## src/rtl/core/mtpc_pkg.sv

```systemverilog
`default_nettype none

package mtpc_pkg;

  // Sizing
  localparam int NumButtons = 8;
  localparam int BtnSelW    = (NumButtons > 1) ? $clog2(NumButtons) : 1;
  localparam int BtnW       = 3;
  localparam int TimeW      = 32;
  localparam int CfgW       = 16;
  localparam int CfgIdxW    = 2;

  // Result queue
  localparam int FifoDepth  = 4;
  localparam int FifoPtrW   = $clog2(FifoDepth);
  localparam int FifoCntW   = $clog2(FifoDepth + 1);

  // Register indexes
  localparam logic [CfgIdxW-1:0] CfgLongPress = 2'd0;
  localparam logic [CfgIdxW-1:0] CfgTapWindow = 2'd1;
  localparam logic [CfgIdxW-1:0] CfgHoldoff   = 2'd2;

  // Register reset values
  localparam logic [CfgW-1:0] LongPressRst = 16'd1000;
  localparam logic [CfgW-1:0] TapWindowRst = 16'd300;
  localparam logic [CfgW-1:0] HoldoffRst   = 16'd1000;

  typedef enum logic [1:0] {
    GestShort  = 2'd0,
    GestDouble = 2'd1,
    GestTriple = 2'd2,
    GestLong   = 2'd3
  } gesture_e;

  typedef struct packed {
    logic [CfgW-1:0] long_press;
    logic [CfgW-1:0] tap_window;
    logic [CfgW-1:0] holdoff;
  } cfg_t;

  // Per-button tracking state
  typedef struct packed {
    logic             prev_level;
    logic [TimeW-1:0] press_time;
    logic [TimeW-1:0] first_tap;
    logic [TimeW-1:0] second_tap;
    logic             short_pending;
    logic [TimeW-1:0] short_expiry;
    logic             double_pending;
    logic [TimeW-1:0] double_expiry;
  } btn_state_t;

  typedef struct packed {
    logic [BtnW-1:0] button;
    gesture_e        gesture;
    logic            last;
  } result_t;

  // Up to two results of one poll, in emission order
  typedef struct packed {
    logic [1:0] count;
    result_t    first;
    result_t    second;
  } res_pair_t;

endpackage

`default_nettype wire

```

## src/rtl/core/multi_tap_press_classifier.sv

```systemverilog
`default_nettype none

// Channel  | Handshake              | Payload
// ---------+------------------------+-----------------------------------------
// poll in  | in_valid_i/in_ready_o  | button_index_i, level_i, now_ms_i
// gesture  | out_valid_o/out_ready_i| event_button_o, gesture_o, last_o
// config   | cfg_we_i (no wait)     | cfg_addr_i, cfg_wdata_i
//
// One poll per cycle unless stalled: a poll in the stage register is classified
// there against its button's flops, and its 0..2 results land in a 4-entry queue.
// A poll is captured in the stage register and its results in the queue storage
// before the first of them is on the gesture outputs.
// Results drain at one per cycle while out_ready_i is high; the stage stalls only when
// the queue lacks room for two entries, as when gestures outpace the receiver.
// Reset puts every button and register at its reset value at once (no sweep).
module multi_tap_press_classifier (
  input  logic                            clk_i,
  input  logic                            rst_ni,
  // poll channel
  input  logic                            in_valid_i,
  output logic                            in_ready_o,
  input  logic [mtpc_pkg::BtnW-1:0]       button_index_i,
  input  logic                            level_i,
  input  logic [mtpc_pkg::TimeW-1:0]      now_ms_i,
  // gesture channel
  output logic                            out_valid_o,
  input  logic                            out_ready_i,
  output logic [mtpc_pkg::BtnW-1:0]       event_button_o,
  output logic [1:0]                      gesture_o,
  output logic                            last_o,
  // configuration
  input  logic                            cfg_we_i,
  input  logic [mtpc_pkg::CfgIdxW-1:0]    cfg_addr_i,
  input  logic [mtpc_pkg::CfgW-1:0]       cfg_wdata_i
);

  // ---------------------------------------------------------------------------
  // Configuration registers
  // ---------------------------------------------------------------------------
  mtpc_pkg::cfg_t cfg_q, cfg_d;

  always_comb begin
    cfg_d = cfg_q;
    if (cfg_we_i) begin
      unique case (cfg_addr_i)
        mtpc_pkg::CfgLongPress: cfg_d.long_press = cfg_wdata_i;
        mtpc_pkg::CfgTapWindow: cfg_d.tap_window = cfg_wdata_i;
        mtpc_pkg::CfgHoldoff:   cfg_d.holdoff    = cfg_wdata_i;
        default: ;  // unused index, write dropped
      endcase
    end
  end

  always_ff @(posedge clk_i or negedge rst_ni) begin
    if (!rst_ni) begin
      cfg_q.long_press <= mtpc_pkg::LongPressRst;
      cfg_q.tap_window <= mtpc_pkg::TapWindowRst;
      cfg_q.holdoff    <= mtpc_pkg::HoldoffRst;
    end else begin
      cfg_q <= cfg_d;
    end
  end

  // ---------------------------------------------------------------------------
  // Stage register: holds one accepted poll while it is classified
  // ---------------------------------------------------------------------------
  logic                          s_valid_q;
  logic [mtpc_pkg::BtnW-1:0]     s_btn_q;
  logic                          s_level_q;
  logic [mtpc_pkg::TimeW-1:0]    s_now_q;
  logic                          room2;
  logic                          process;
  logic                          in_accept;

  // The queue room flag is registered state, so ready has no path from out_ready_i.
  assign process    = s_valid_q && room2;
  assign in_ready_o = !s_valid_q || process;
  assign in_accept  = in_valid_i && in_ready_o;

  always_ff @(posedge clk_i or negedge rst_ni) begin
    if (!rst_ni) begin
      s_valid_q <= 1'b0;
    end else if (in_ready_o) begin
      s_valid_q <= in_valid_i;
    end
  end

  always_ff @(posedge clk_i) begin
    if (in_accept) begin
      s_btn_q   <= button_index_i;
      s_level_q <= level_i;
      s_now_q   <= now_ms_i;
    end
  end

  // ---------------------------------------------------------------------------
  // Per-button state and the hold-off timer
  // ---------------------------------------------------------------------------
  mtpc_pkg::btn_state_t            btn_q [mtpc_pkg::NumButtons];
  mtpc_pkg::btn_state_t            st_cur;
  mtpc_pkg::btn_state_t            st_nxt;
  mtpc_pkg::res_pair_t             res;
  logic [mtpc_pkg::BtnSelW-1:0]    sel;
  logic                            in_range;
  logic                            commit;
  logic                            started_q;
  logic [mtpc_pkg::TimeW-1:0]      start_time_q;
  logic [1:0]                      push_cnt;

  // Indexes past the last button are dropped without touching any state.
  assign in_range = int'(s_btn_q) < mtpc_pkg::NumButtons;
  assign sel      = mtpc_pkg::BtnSelW'(s_btn_q);
  assign st_cur   = btn_q[sel];
  assign commit   = process && in_range;
  assign push_cnt = commit ? res.count : 2'd0;

  mtpc_classify u_classify (
    .st_i         (st_cur),
    .button_i     (s_btn_q),
    .level_i      (s_level_q),
    .now_i        (s_now_q),
    .cfg_i        (cfg_q),
    .started_i    (started_q),
    .start_time_i (start_time_q),
    .st_o         (st_nxt),
    .res_o        (res)
  );

  always_ff @(posedge clk_i or negedge rst_ni) begin
    if (!rst_ni) begin
      for (int i = 0; i < mtpc_pkg::NumButtons; i++) begin
        btn_q[i] <= '{prev_level: 1'b1, default: '0};
      end
      started_q    <= 1'b0;
      start_time_q <= '0;
    end else if (commit) begin
      btn_q[sel] <= st_nxt;
      // first in-range poll opens the hold-off window
      if (!started_q) begin
        started_q    <= 1'b1;
        start_time_q <= s_now_q;
      end
    end
  end

  // ---------------------------------------------------------------------------
  // Result queue
  // ---------------------------------------------------------------------------
  mtpc_pkg::result_t out_res;

  mtpc_res_fifo u_res_fifo (
    .clk_i      (clk_i),
    .rst_ni     (rst_ni),
    .push_cnt_i (push_cnt),
    .wdata0_i   (res.first),
    .wdata1_i   (res.second),
    .room2_o    (room2),
    .valid_o    (out_valid_o),
    .ready_i    (out_ready_i),
    .rdata_o    (out_res)
  );

  assign event_button_o = out_res.button;
  assign gesture_o      = out_res.gesture;
  assign last_o         = out_res.last;

  // ---------------------------------------------------------------------------
  // Assertions
  // ---------------------------------------------------------------------------
  a_stage_hold: assert property (@(posedge clk_i) disable iff (!rst_ni)
    (s_valid_q && !process) |=> (s_valid_q && $stable(s_now_q) && $stable(s_btn_q)))
    else $error("stalled poll left the stage register");

  a_started_sticky: assert property (@(posedge clk_i) disable iff (!rst_ni)
    started_q |=> started_q)
    else $error("hold-off start flag dropped");

  a_commit_starts: assert property (@(posedge clk_i) disable iff (!rst_ni)
    commit |=> started_q)
    else $error("processed poll did not start the hold-off timer");

  a_two_ends_last: assert property (@(posedge clk_i) disable iff (!rst_ni)
    (push_cnt == 2'd2) |-> (!res.first.last && res.second.last))
    else $error("last flag misplaced on a result pair");

endmodule

`default_nettype wire

```

## src/rtl/core/mtpc_classify.sv

```systemverilog
`default_nettype none

// Combinational classification of one poll against one button's state.
module mtpc_classify (
  input  mtpc_pkg::btn_state_t            st_i,
  input  logic [mtpc_pkg::BtnW-1:0]       button_i,
  input  logic                            level_i,
  input  logic [mtpc_pkg::TimeW-1:0]      now_i,
  input  mtpc_pkg::cfg_t                  cfg_i,
  input  logic                            started_i,
  input  logic [mtpc_pkg::TimeW-1:0]      start_time_i,
  output mtpc_pkg::btn_state_t            st_o,
  output mtpc_pkg::res_pair_t             res_o
);

  logic [mtpc_pkg::TimeW-1:0] ref_start;
  logic [mtpc_pkg::TimeW-1:0] since_start;
  logic [mtpc_pkg::TimeW-1:0] dur;
  logic [mtpc_pkg::TimeW-1:0] since_first;
  logic [mtpc_pkg::TimeW-1:0] since_second;
  logic [mtpc_pkg::TimeW-1:0] win;
  logic [mtpc_pkg::TimeW-1:0] expiry_new;
  logic                       active;
  logic                       released;
  logic                       skip;
  logic                       cls_fire;
  mtpc_pkg::gesture_e         cls_gest;
  logic                       short_fire;
  logic                       double_fire;
  mtpc_pkg::btn_state_t       st;

  assign ref_start    = started_i ? start_time_i : now_i;
  assign since_start  = now_i - ref_start;
  assign active       = since_start >= mtpc_pkg::TimeW'(cfg_i.holdoff);
  assign released     = !st_i.prev_level && level_i;
  assign dur          = now_i - st_i.press_time;
  assign since_first  = now_i - st_i.first_tap;
  assign since_second = now_i - st_i.second_tap;
  assign win          = mtpc_pkg::TimeW'(cfg_i.tap_window);
  assign expiry_new   = now_i + win;

  always_comb begin
    st          = st_i;
    st.prev_level = level_i;
    skip        = 1'b1;
    cls_fire    = 1'b0;
    cls_gest    = mtpc_pkg::GestLong;
    short_fire  = 1'b0;
    double_fire = 1'b0;
    if (active) begin
      skip = 1'b0;
      if (st_i.prev_level && !level_i) begin
        st.press_time = now_i;
      end
      if (released) begin
        if (st_i.press_time == '0) begin
          // release with no press on record: just note the time
          st.press_time = now_i;
          skip = 1'b1;
        end else if (dur >= mtpc_pkg::TimeW'(cfg_i.long_press)) begin
          st.first_tap = '0; st.second_tap = '0;
          st.short_pending = 1'b0; st.double_pending = 1'b0;
          cls_fire = 1'b1;
          cls_gest = mtpc_pkg::GestLong;
        end else if (st_i.double_pending && (since_second <= win)) begin
          st.first_tap = '0; st.second_tap = '0;
          st.short_pending = 1'b0; st.double_pending = 1'b0;
          cls_fire = 1'b1;
          cls_gest = mtpc_pkg::GestTriple;
        end else if (since_first <= win) begin
          st.first_tap      = '0;
          st.short_pending  = 1'b0;
          st.second_tap     = now_i;
          st.double_pending = 1'b1;
          st.double_expiry  = expiry_new;
        end else begin
          st.first_tap     = now_i;
          st.short_pending = 1'b1;
          st.short_expiry  = expiry_new;
        end
      end
      if (!skip) begin
        // plain unsigned expiry compares, no wrap handling
        short_fire  = st.short_pending && (now_i >= st.short_expiry);
        double_fire = st.double_pending && (now_i >= st.double_expiry);
        if (short_fire) begin
          st.short_pending = 1'b0;
        end
        if (double_fire) begin
          st.double_pending = 1'b0;
        end
      end
    end
  end

  // A classified release clears the pending flags, so it never pairs with an expiry.
  always_comb begin
    res_o.first.button   = button_i;
    res_o.second.button  = button_i;
    res_o.second.gesture = mtpc_pkg::GestDouble;
    res_o.second.last    = 1'b1;
    if (cls_fire) begin
      res_o.first.gesture = cls_gest;
    end else if (short_fire) begin
      res_o.first.gesture = mtpc_pkg::GestShort;
    end else begin
      res_o.first.gesture = mtpc_pkg::GestDouble;
    end
    if (short_fire && double_fire) begin
      res_o.count      = 2'd2;
      res_o.first.last = 1'b0;
    end else if (cls_fire || short_fire || double_fire) begin
      res_o.count      = 2'd1;
      res_o.first.last = 1'b1;
    end else begin
      res_o.count      = 2'd0;
      res_o.first.last = 1'b1;
    end
  end

  assign st_o = st;

endmodule

`default_nettype wire

```

## src/rtl/core/mtpc_res_fifo.sv

```systemverilog
`default_nettype none

// Result queue: up to two writes and one read per cycle.
module mtpc_res_fifo (
  input  logic                 clk_i,
  input  logic                 rst_ni,
  input  logic [1:0]           push_cnt_i,
  input  mtpc_pkg::result_t    wdata0_i,
  input  mtpc_pkg::result_t    wdata1_i,
  output logic                 room2_o,
  output logic                 valid_o,
  input  logic                 ready_i,
  output mtpc_pkg::result_t    rdata_o
);

  mtpc_pkg::result_t                mem_q [mtpc_pkg::FifoDepth];
  logic [mtpc_pkg::FifoPtrW-1:0]    wr_ptr_q, wr_ptr_d;
  logic [mtpc_pkg::FifoPtrW-1:0]    rd_ptr_q, rd_ptr_d;
  logic [mtpc_pkg::FifoCntW-1:0]    count_q, count_d;
  logic [mtpc_pkg::FifoPtrW-1:0]    wr_ptr_nxt;
  logic                             pop;

  assign valid_o    = count_q != '0;
  assign pop        = valid_o && ready_i;
  assign rdata_o    = mem_q[rd_ptr_q];
  assign room2_o    = count_q <= mtpc_pkg::FifoCntW'(mtpc_pkg::FifoDepth - 2);
  assign wr_ptr_nxt = wr_ptr_q + mtpc_pkg::FifoPtrW'(1);
  assign wr_ptr_d   = wr_ptr_q + mtpc_pkg::FifoPtrW'(push_cnt_i);
  assign rd_ptr_d   = rd_ptr_q + mtpc_pkg::FifoPtrW'(pop);
  assign count_d    = count_q + mtpc_pkg::FifoCntW'(push_cnt_i)
                      - mtpc_pkg::FifoCntW'(pop);

  always_ff @(posedge clk_i or negedge rst_ni) begin
    if (!rst_ni) begin
      wr_ptr_q <= '0;
      rd_ptr_q <= '0;
      count_q  <= '0;
    end else begin
      wr_ptr_q <= wr_ptr_d;
      rd_ptr_q <= rd_ptr_d;
      count_q  <= count_d;
    end
  end

  always_ff @(posedge clk_i) begin
    if (push_cnt_i != 2'd0) begin
      mem_q[wr_ptr_q] <= wdata0_i;
    end
    if (push_cnt_i == 2'd2) begin
      mem_q[wr_ptr_nxt] <= wdata1_i;
    end
  end

  a_no_overflow: assert property (@(posedge clk_i) disable iff (!rst_ni)
    count_q <= mtpc_pkg::FifoCntW'(mtpc_pkg::FifoDepth))
    else $error("result queue overflow");

  a_ptr_match: assert property (@(posedge clk_i) disable iff (!rst_ni)
    (wr_ptr_q - rd_ptr_q) == count_q[mtpc_pkg::FifoPtrW-1:0])
    else $error("result queue pointers disagree with count");

  a_count_step: assert property (@(posedge clk_i) disable iff (!rst_ni)
    (push_cnt_i == 2'd0 && !pop) |=> $stable(count_q))
    else $error("result queue count moved while idle");

endmodule

`default_nettype wire

```

## config.mk

```make
export PLATFORM = sky130hd
export DESIGN_NAME = multi_tap_press_classifier
export DESIGN_NICKNAME = d
export VERILOG_FILES = /design/src/rtl/core/mtpc_pkg.sv /design/src/rtl/core/multi_tap_press_classifier.sv /design/src/rtl/core/mtpc_classify.sv /design/src/rtl/core/mtpc_res_fifo.sv
export SDC_FILE = /design/constraint.sdc
export NUM_CORES = 2
export LEC_CHECK = 0
export BUFFER_PORTS_ARGS = -buffer_cell sky130_fd_sc_hd__clkbuf_2
export CORE_ASPECT_RATIO = 1.25
export CORE_MARGIN = 2
export CORE_UTILIZATION = 60
export DETAILED_ROUTE_END_ITERATION = 10
export MAX_ROUTING_LAYER = met4
export PLACE_DENSITY_LB_ADDON = 0.15
export SLEW_MARGIN = 20
export SYNTH_ARGS = -nofsm -noshare
export SYNTH_HDL_FRONTEND = slang
export SYNTH_SLANG_ARGS = --single-unit
```

## constraint.sdc

```tcl
create_clock -name clk_i -period 24.4 [get_ports clk_i]
set_input_delay 1.22 -clock clk_i [delete_from_list [all_inputs] [get_ports clk_i]]
set_output_delay 1.22 -clock clk_i [all_outputs]
set_load 0.01 [all_outputs]
```

Word-level counts from Yosys, hierarchy flattened

Memory sizes are Yosys's and may differ from the RTL's.
Cells that the tools add are included.

Flip-flop bits (word level): 1429
RAM bits: 24
Input port bits: 59
Output and inout port bits: 8
Word-level logic and storage cells: 180
Memories kept: 1

Memories:

| memory           | depth | width | rd ports | clocked after memory_dff | wr ports | RTL line            | source |
|---|---|---|---|---|---|---|---|
| u_res_fifo.mem_q | 4     | 6     | 1        | 0                        | 2        | mtpc_res_fifo.sv:16 | `mtpc_pkg::result_t mem_q [mtpc_pkg::FifoDepth];` |

Add/subtract/negate cells: 10
$lt $le $gt $ge: 9
Eq/ne operators: 3
Multiplexer cells: 57
Bitwise gates (word level): 1
Reductions and logical operators: 23

Operators by type and width:

| operator                                                   | number |
|---|---|
| bitwise mux 1304 bit                                       | 1 |
| binary-select mux 163 bit (select 3 bit)                   | 1 |
| demux 163 bit (select 3 bit)                               | 1 |
| 2-to-1 mux 163 bit                                         | 3 |
| 2-to-1 mux 162 bit                                         | 3 |
| 2-to-1 mux 32 bit                                          | 10 |
| 2-to-1 mux 130 bit                                         | 1 |
| 2-to-1 mux 65 bit                                          | 2 |
| subtractor 32 bit                                          | 4 |
| greater-or-equal comparator 32 x 16 -> 1 bit               | 2 |
| greater-or-equal comparator 32 bit                         | 2 |
| <= comparator 32 x 16 -> 1 bit                             | 2 |
| 2-to-1 mux 33 bit                                          | 1 |
| adder 32 x 16 -> 32 bit                                    | 1 |
| zero test 32 bit                                           | 1 |
| 2-to-1 mux 1 bit                                           | 27 |
| 2-to-1 mux 2 bit                                           | 7 |
| logical AND 1 bit                                          | 10 |
| AND reduction 2 bit                                        | 3 |
| equality test 2 bit, second input constant                 | 2 |
| greater-or-equal comparator 4 bit, second input constant   | 1 |
| less-than comparator 4 x 1 -> 1 bit, second input constant | 1 |
| inverter 3 -> 4 bit                                        | 1 |
| adder 3 x 2 -> 3 bit                                       | 1 |
| other kinds (11)                                           | 15 |

Longest topological paths before layout

Depth in word-level cells: 24
Depth in mapped cells: 53
Depth with buffers taken out: 43

Hierarchy

From an unflattened synthesis, not the netlist that was laid out.

Cell total of the unflattened synthesis: 6380
Area total of the unflattened synthesis: 79371.1 um2

By module, submodules not included:

| module                     | instances | cells an instance | area each (um2) | seq. area each (um2) |
|---|---|---|---|---|
| multi_tap_press_classifier | 1         | 4153              | 62442.4         | 35794.3 |
| mtpc_classify              | 1         | 2126              | 15315.9         | 0.0 |
| mtpc_res_fifo              | 1         | 101               | 1612.8          | 895.9 |

Worst setup path after synthesis

Ideal clock, no wire load.

Path type: register -> register
From: register s_btn_q[2] in the netlist's numbering
To: register u_res_fifo.count_q[2] in the netlist's numbering
Arrival: 10.542 ns
Slack: 13.735 ns
Cell stages (with the launch flop): 49
Path buffers: 9
Period minus slack after synthesis: 10.665 ns
Cell sequence: edfxtp_1 -> buf_4 -> buf_2 -> buf_2 -> buf_2 -> buf_2 -> buf_1 -> mux2_2 -> a221oi_1 -> a21oi_1 -> a221oi_1 -> ha_1 -> a21o_1 -> or3_1 -> or2_2 -> a31o_2 -> a21oi_1 -> xnor2_1 -> [13 not listed] -> ha_1 -> nand4_1 -> or3_1 -> nor3_1 -> o41ai_1 -> nand3_1 -> or4b_1 -> o41a_1 -> o21ai_0 -> a21o_1 -> clkbuf_1 -> nand2_1 -> nor2_1 -> ha_1 -> inv_1 -> fa_1 -> xor2_1 -> xnor2_1

Cells in the longest elaborated chain, start to end: 23
Elaborated cells between the ends (all ways): 52
Those cells by class: add/sub: 5; order compare: 5; mux: 32; bitwise: 1; reduce/logical: 9

RTL lines:

| element                                                       | RTL line                                 | source |
|---|---|---|
| start, declared                                               | multi_tap_press_classifier.sv:68         | `logic [mtpc_pkg::BtnW-1:0] s_btn_q;` |
| start signal, assigned                                        | multi_tap_press_classifier.sv:90         | `s_btn_q <= button_index_i;` |
| inverter 3 -> 4 bit (not written as such) *                   | multi_tap_press_classifier.sv:113        | `assign st_cur = btn_q[sel];` |
| binary-select mux 163 bit (select 3 bit) *                    | multi_tap_press_classifier.sv:113        |  |
| 2-to-1 mux 163 bit (not written as such) * (2 in series)      | multi_tap_press_classifier.sv:113        |  |
| subtractor 32 bit, on equally long branches                   | mtpc_classify.sv:37, mtpc_classify.sv:38 |  |
| <= comparator 32 x 16 -> 1 bit, on equally long branches      | mtpc_classify.sv:70, mtpc_classify.sv:65 |  |
| 2-to-1 mux 32 bit / logical AND 1 bit (equally long branches) | mtpc_classify.sv:70, mtpc_classify.sv:65 |  |
| 2-to-1 mux 32 bit                                             | mtpc_classify.sv:65                      | `end else if (st_i.double_pending && (since_second <= win)) begin` |
| 2-to-1 mux 32 bit                                             | mtpc_classify.sv:60                      | `end else if (dur >= mtpc_pkg::TimeW'(cfg_i.long_press)) begin` |
| [6 not listed]                                                | n/a                                      |  |
| 2-to-1 mux 1 bit                                              | mtpc_classify.sv:50                      | `if (active) begin` |
| logical OR 1 bit (2 in series)                                | mtpc_classify.sv:112                     | `end else if (cls_fire \|\| short_fire \|\| double_fire) begin` |
| 2-to-1 mux 1 bit                                              | mtpc_classify.sv:112                     |  |
| 2-to-1 mux 2 bit *                                            | mtpc_classify.sv:109                     | `if (short_fire && double_fire) begin` |
| 2-to-1 mux 2 bit *                                            | multi_tap_press_classifier.sv:115        | `assign push_cnt = commit ? res.count : 2'd0;` |
| adder 3 x 2 -> 3 bit *                                        | mtpc_res_fifo.sv:30                      | `assign count_d = count_q + mtpc_pkg::FifoCntW'(push_cnt_i)` |
| subtractor 3 x 1 -> 3 bit *                                   | mtpc_res_fifo.sv:31                      | `- mtpc_pkg::FifoCntW'(pop);` |
| via u_res_fifo.count_d (one bit)                              | mtpc_res_fifo.sv:19                      | `logic [mtpc_pkg::FifoCntW-1:0] count_q, count_d;` |
| end signal, assigned                                          | mtpc_res_fifo.sv:41                      | `count_q <= count_d;` |
| end, declared                                                 | mtpc_res_fifo.sv:19                      |  |

Mark *: on every way through the listed nets, which the timed path passes. The rest lies on a longest branch. The select of a mux whose other input is x is not followed.
A chain may end at the register's enable or synchronous reset.

Worst setup path in the final report

Ends and elaborated chain as after synthesis.

==> metrics.md <==
| Metric | Value |
|---|---|
| Status | complete, no violations |
| Clock slew at reported path FFs | 0.07 ns |
| Postcts setup bufs | 0 |
| CTS root buffer | clkbuf_16 |
| Worst min path class | input pin to asynchronous set/reset pin |
| Clock Latency Late Sink | 0.81 ns |
| GPL Wtd Cong | 0.986 |
| # fillers | ~10,000 |
| CTS buffer count | 146 |
| Async set-reset flop share out of synthesis | 0.959 |
| Leakage | 0.0371 uW |
| DP HPWL | 157,000 microns |
| Cell variety after synth | 90 |
| H-tree depth | 4 |
| Top FF cell, synth | dfrtp_1 |
| Tmin final | 13.25 ns |
| R2R Setup Slk | 11.15 ns |
| Vias/cell | 6.68 |
| Mean Syn Cell Area | 10.2 sq um |
| Wire per inst | approximately 28 microns |
| Commonest non-fill, non-tap cell in the layout | dfrtp_1 |
| Final nets | 7,575 |
| Number of global-route vias before repair | around 60,000 |
| Seq pwr share | 0.349 |
| Multi-input gate area | 0.0363 sq mm |
| IO buf count | 66 |
| GRT overflow | 0 |
| Die area | around 0.13 sq mm |
| GRT met2 Usage | 0.605 |
| Longest Clk Path Bufs | 3 |
| Hold buffer count at cts | 0 |
| Reg2reg path depth | 44 |
| Top cell by count, worst path | buf_4 |
| Period utilization | 0.543 |
| DRT Pass-1 Iters | 9 |
| Crit path kind | flop to flop |
| Initial antenna violation count | 4 |
| Switching power share of the total | 0.388 |
| Max-slew violation count | 0 |
| Mapped Cells | roughly 7,400 |
| Max VDD drop | 0.0000801 V |
| Max-cap check violation count | 0 |
| # rows | ~150 |
| Commonest cells after routing, fill and taps aside | dfrtp_1 (1,368), nand2_1 (1,034), o21ai_0 (973), mux2_2 (584), a21oi_1 (334) |
| Global-route usage over all layers | 0.399 |
| WP buf/inv | 7 |
| Layout Skew | 0.0357 ns |
| Die width | 321 microns |
| Final setup viols | 0 |
| Slowest cell on crit path | a31oi_1 |
| Area grow syn2layout | 9.21% |
| Post-synthesis sequential area ratio | 0.486 |
| RR Endpoint | u_res_fifo.count_q[2] |
| Share of cells above drive strength 1 | 0.162 |
| CP Data Arrival Time | 13.97 ns |
| Die Ht | 400 microns |
| Total number of vias | ~60,000 |
| Initial Util | 0.604 |
| Clock power share | 0.272 |
| Routed Antenna Nets | 0 |
| RSZ-0062 raised after global routing | no |
| CP max stage delay | approximately 0.84 ns |
| First DRT Iteration DRCs | 6,078 |
| Slew @ Worst Pin | 1.16 ns |
| DRC | 0 |
| R2R Path Start | s_btn_q[2] |
| Cell family with most CP delay | compound AO/OA/AOI/OAI gates |
| Setup TNS | 0 ns |
| Yosys warns | 0 |
| CTS tree | built |
| Largest net degree at the start of global routing | 190 |
| Post-Syn Nets | 7,697 |
| Sequential Area | 0.0366 sq mm |
| Io pins | 67 |
| Busiest grt layer | met2 |
| CP endpoint kind | flop |
| Drt total wl | 248,000 microns |
| NetSw | 3360 uW |
| Netlist Area Pre-Place | between 0.07 and 0.08 sq mm |
| Fmax | 75.5 MHz |
| Number of synthesized register bits | approximately 1,500 |
| CP required | 25.12 ns |
| PD cells | 105 mW/mm^2 |
| Fin. Hold Viols | 0 |
| Max FO, Critical Path | 71 |
| Cell internal pwr | 5290 uW |
| Number of synthesized flops with an enable pin | between 40 and 50 |
| CP startpoint kind | flop |
| Gates resized, CTS repair | 0 |
| First-pass GRT wire length | 373,000 microns |
| Final Util | 0.659 |
| Met3 Usage GRT | 0.0676 |
| Slew Limit Headroom | 0.223 |
| Comb pwr share | 0.379 |
| Met1 Track Usage GR | 0.500 |
| Clk sinks | 1,453 |
| Core box area | 0.125 sq mm |
## routing by layer
metal | vias up | share of wire
li1 | 26500 | -
met1 | 29800 | 0.39
met2 | 2775 | 0.45
met3 | 786 | 0.082
met4 | 0 | 0.075
met5 | - | 0
## synthesized netlist by cell type (10+ instances only)
cell type	instances	share of area
nor3_1	70	0.0047
nor2b_1	29	0.0024
xnor2_1	72	0.0084
a21oi_1	334	0.022
nor4_1	17	0.0014
a22oi_1	242	0.024
nand2_1	1043	0.052
mux2i_2	12	0.0022
dfrtp_1	1369	0.46
buf_2	32	0.0021
and3_1	92	0.0076
edfxtp_1	48	0.019
nand3_1	64	0.0043
dfxtp_1	12	0.0032
and4_1	10	0.0012
ha_1	275	0.046
o21bai_1	17	0.0017
a31oi_1	23	0.0019
mux4_2	38	0.011
a211oi_1	45	0.0045
a221o_1	21	0.0028
a22o_1	83	0.0097
nand2b_1	35	0.0029
o211a_1	11	0.0015
mux2i_1	217	0.029
inv_1	164	0.0082
a221oi_1	137	0.016
nor2_1	265	0.013
buf_1	35	0.0017
mux2_2	584	0.087
o22ai_1	20	0.0017
xor2_1	33	0.0038
o211ai_1	29	0.0029
o31ai_1	15	0.0015
nand4_1	66	0.0055
and2_1	25	0.0021
or3_1	20	0.0017
o21a_1	45	0.0045
dfstp_2	24	0.0084
clkbuf_1	409	0.020
a21o_1	91	0.0091
o21ai_0	973	0.065
## cell families after synthesis
| group | Yosys count | share of synthesized area |
|---|---|---|
| xor gates and xnor gates | 105 | 0.0122 |
| AOI/OAI and AO/OA | 2221 | 0.185 |
| and+or+nand+nor | 1784 | 0.104 |
| DFF | 1453 | 0.486 |
| adders and majority gates | 281 | 0.0473 |
| muxes | 860 | 0.132 |
| buffers and inverters | 653 | 0.0339 |
## final cells by class
type	instances	share of cell area
Clock buffer	212	0.0520
Tap cell	1617	0.0246
Inverter	165	0.00754
Antenna cell	4	0.000122
Clock inverter	49	0.00857
Multi-Input combinational cell	5251	0.442
Timing Repair Buffer	218	0.0199
Sequential cell	1453	0.445
## how the worst max path moves through the flow
| stage | start | endpoint | slack [ns] | cells after the start |
|---|---|---|---|---|
| final | s_btn_q[2] | u_res_fifo.count_q[2] | 11.15 | 44 |
| after global routing | s_btn_q[2] | u_res_fifo.count_q[2] | 10.22 | 41 |
| after CTS | s_btn_q[2] | u_res_fifo.count_q[2] | 11.32 | 44 |
| after detailed placement | s_btn_q[2] | u_res_fifo.count_q[2] | 11.36 | 44 |
| after global placement | s_btn_q[2] | u_res_fifo.count_q[2] | 11.61 | 44 |
| after floorplan | s_btn_q[2] | u_res_fifo.count_q[2] | 13.74 | 48 |
## flip-flops by register name (all words and copies together), names as in the netlist
name / flops
start_time_q: 32
u_res_fifo.wr_ptr_q: 2
s_btn_q: 3
s_now_q: 32
started_q: 1
btn_q: 1304
s_level_q: 1
u_res_fifo.count_q: 3
u_res_fifo.rd_ptr_q: 2
u_res_fifo.mem_q: 24
cfg_q: 48
s_valid_q: 1
## metrics by stage
stage	total power (uW)	setup slack [ns]	hold WS (ns)	area, sq um	instances
finish	8650	11.15	0.340	82200	8969
global route	9050	10.22	0.435	82200	8967
CTS	8590	11.32	0.400	82100	8964
detailed placement	6250	11.36	0.450	77100	8703
global placement	6180	11.61	0.445	77100	8703
floorplan	5110	13.74	0.427	75200	7357
## power by group through the flow
| stage | sequential, uW | clock [uW] | combinational (uW) |
|---|---|---|---|
| after global placement | 3040 | 0 | 3140 |
| after global routing | 3060 | 2460 | 3530 |
| after CTS | 3010 | 2370 | 3210 |
| after detailed placement | 3050 | 0 | 3190 |
| final | 3020 | 2350 | 3280 |
| after floorplan | 2990 | 0 | 2110 |
## worst reg2reg max path, delay by kind of cell (launching register included)
| kind | cells | cell delay (ns) |
|---|---|---|
| XOR/XNOR | 3 | 0.56 |
| AND/OR/NAND/NOR | 10 | 2.02 |
| adder cells (fa/ha/maj) | 5 | 1.50 |
| flip-flops | 1 | 0.32 |
| AO/OA/AOI/OAI | 19 | 5.02 |
| buffers and inverters | 7 | 3.76 |
No activity file was read; power rests on OpenSTA's default activity.
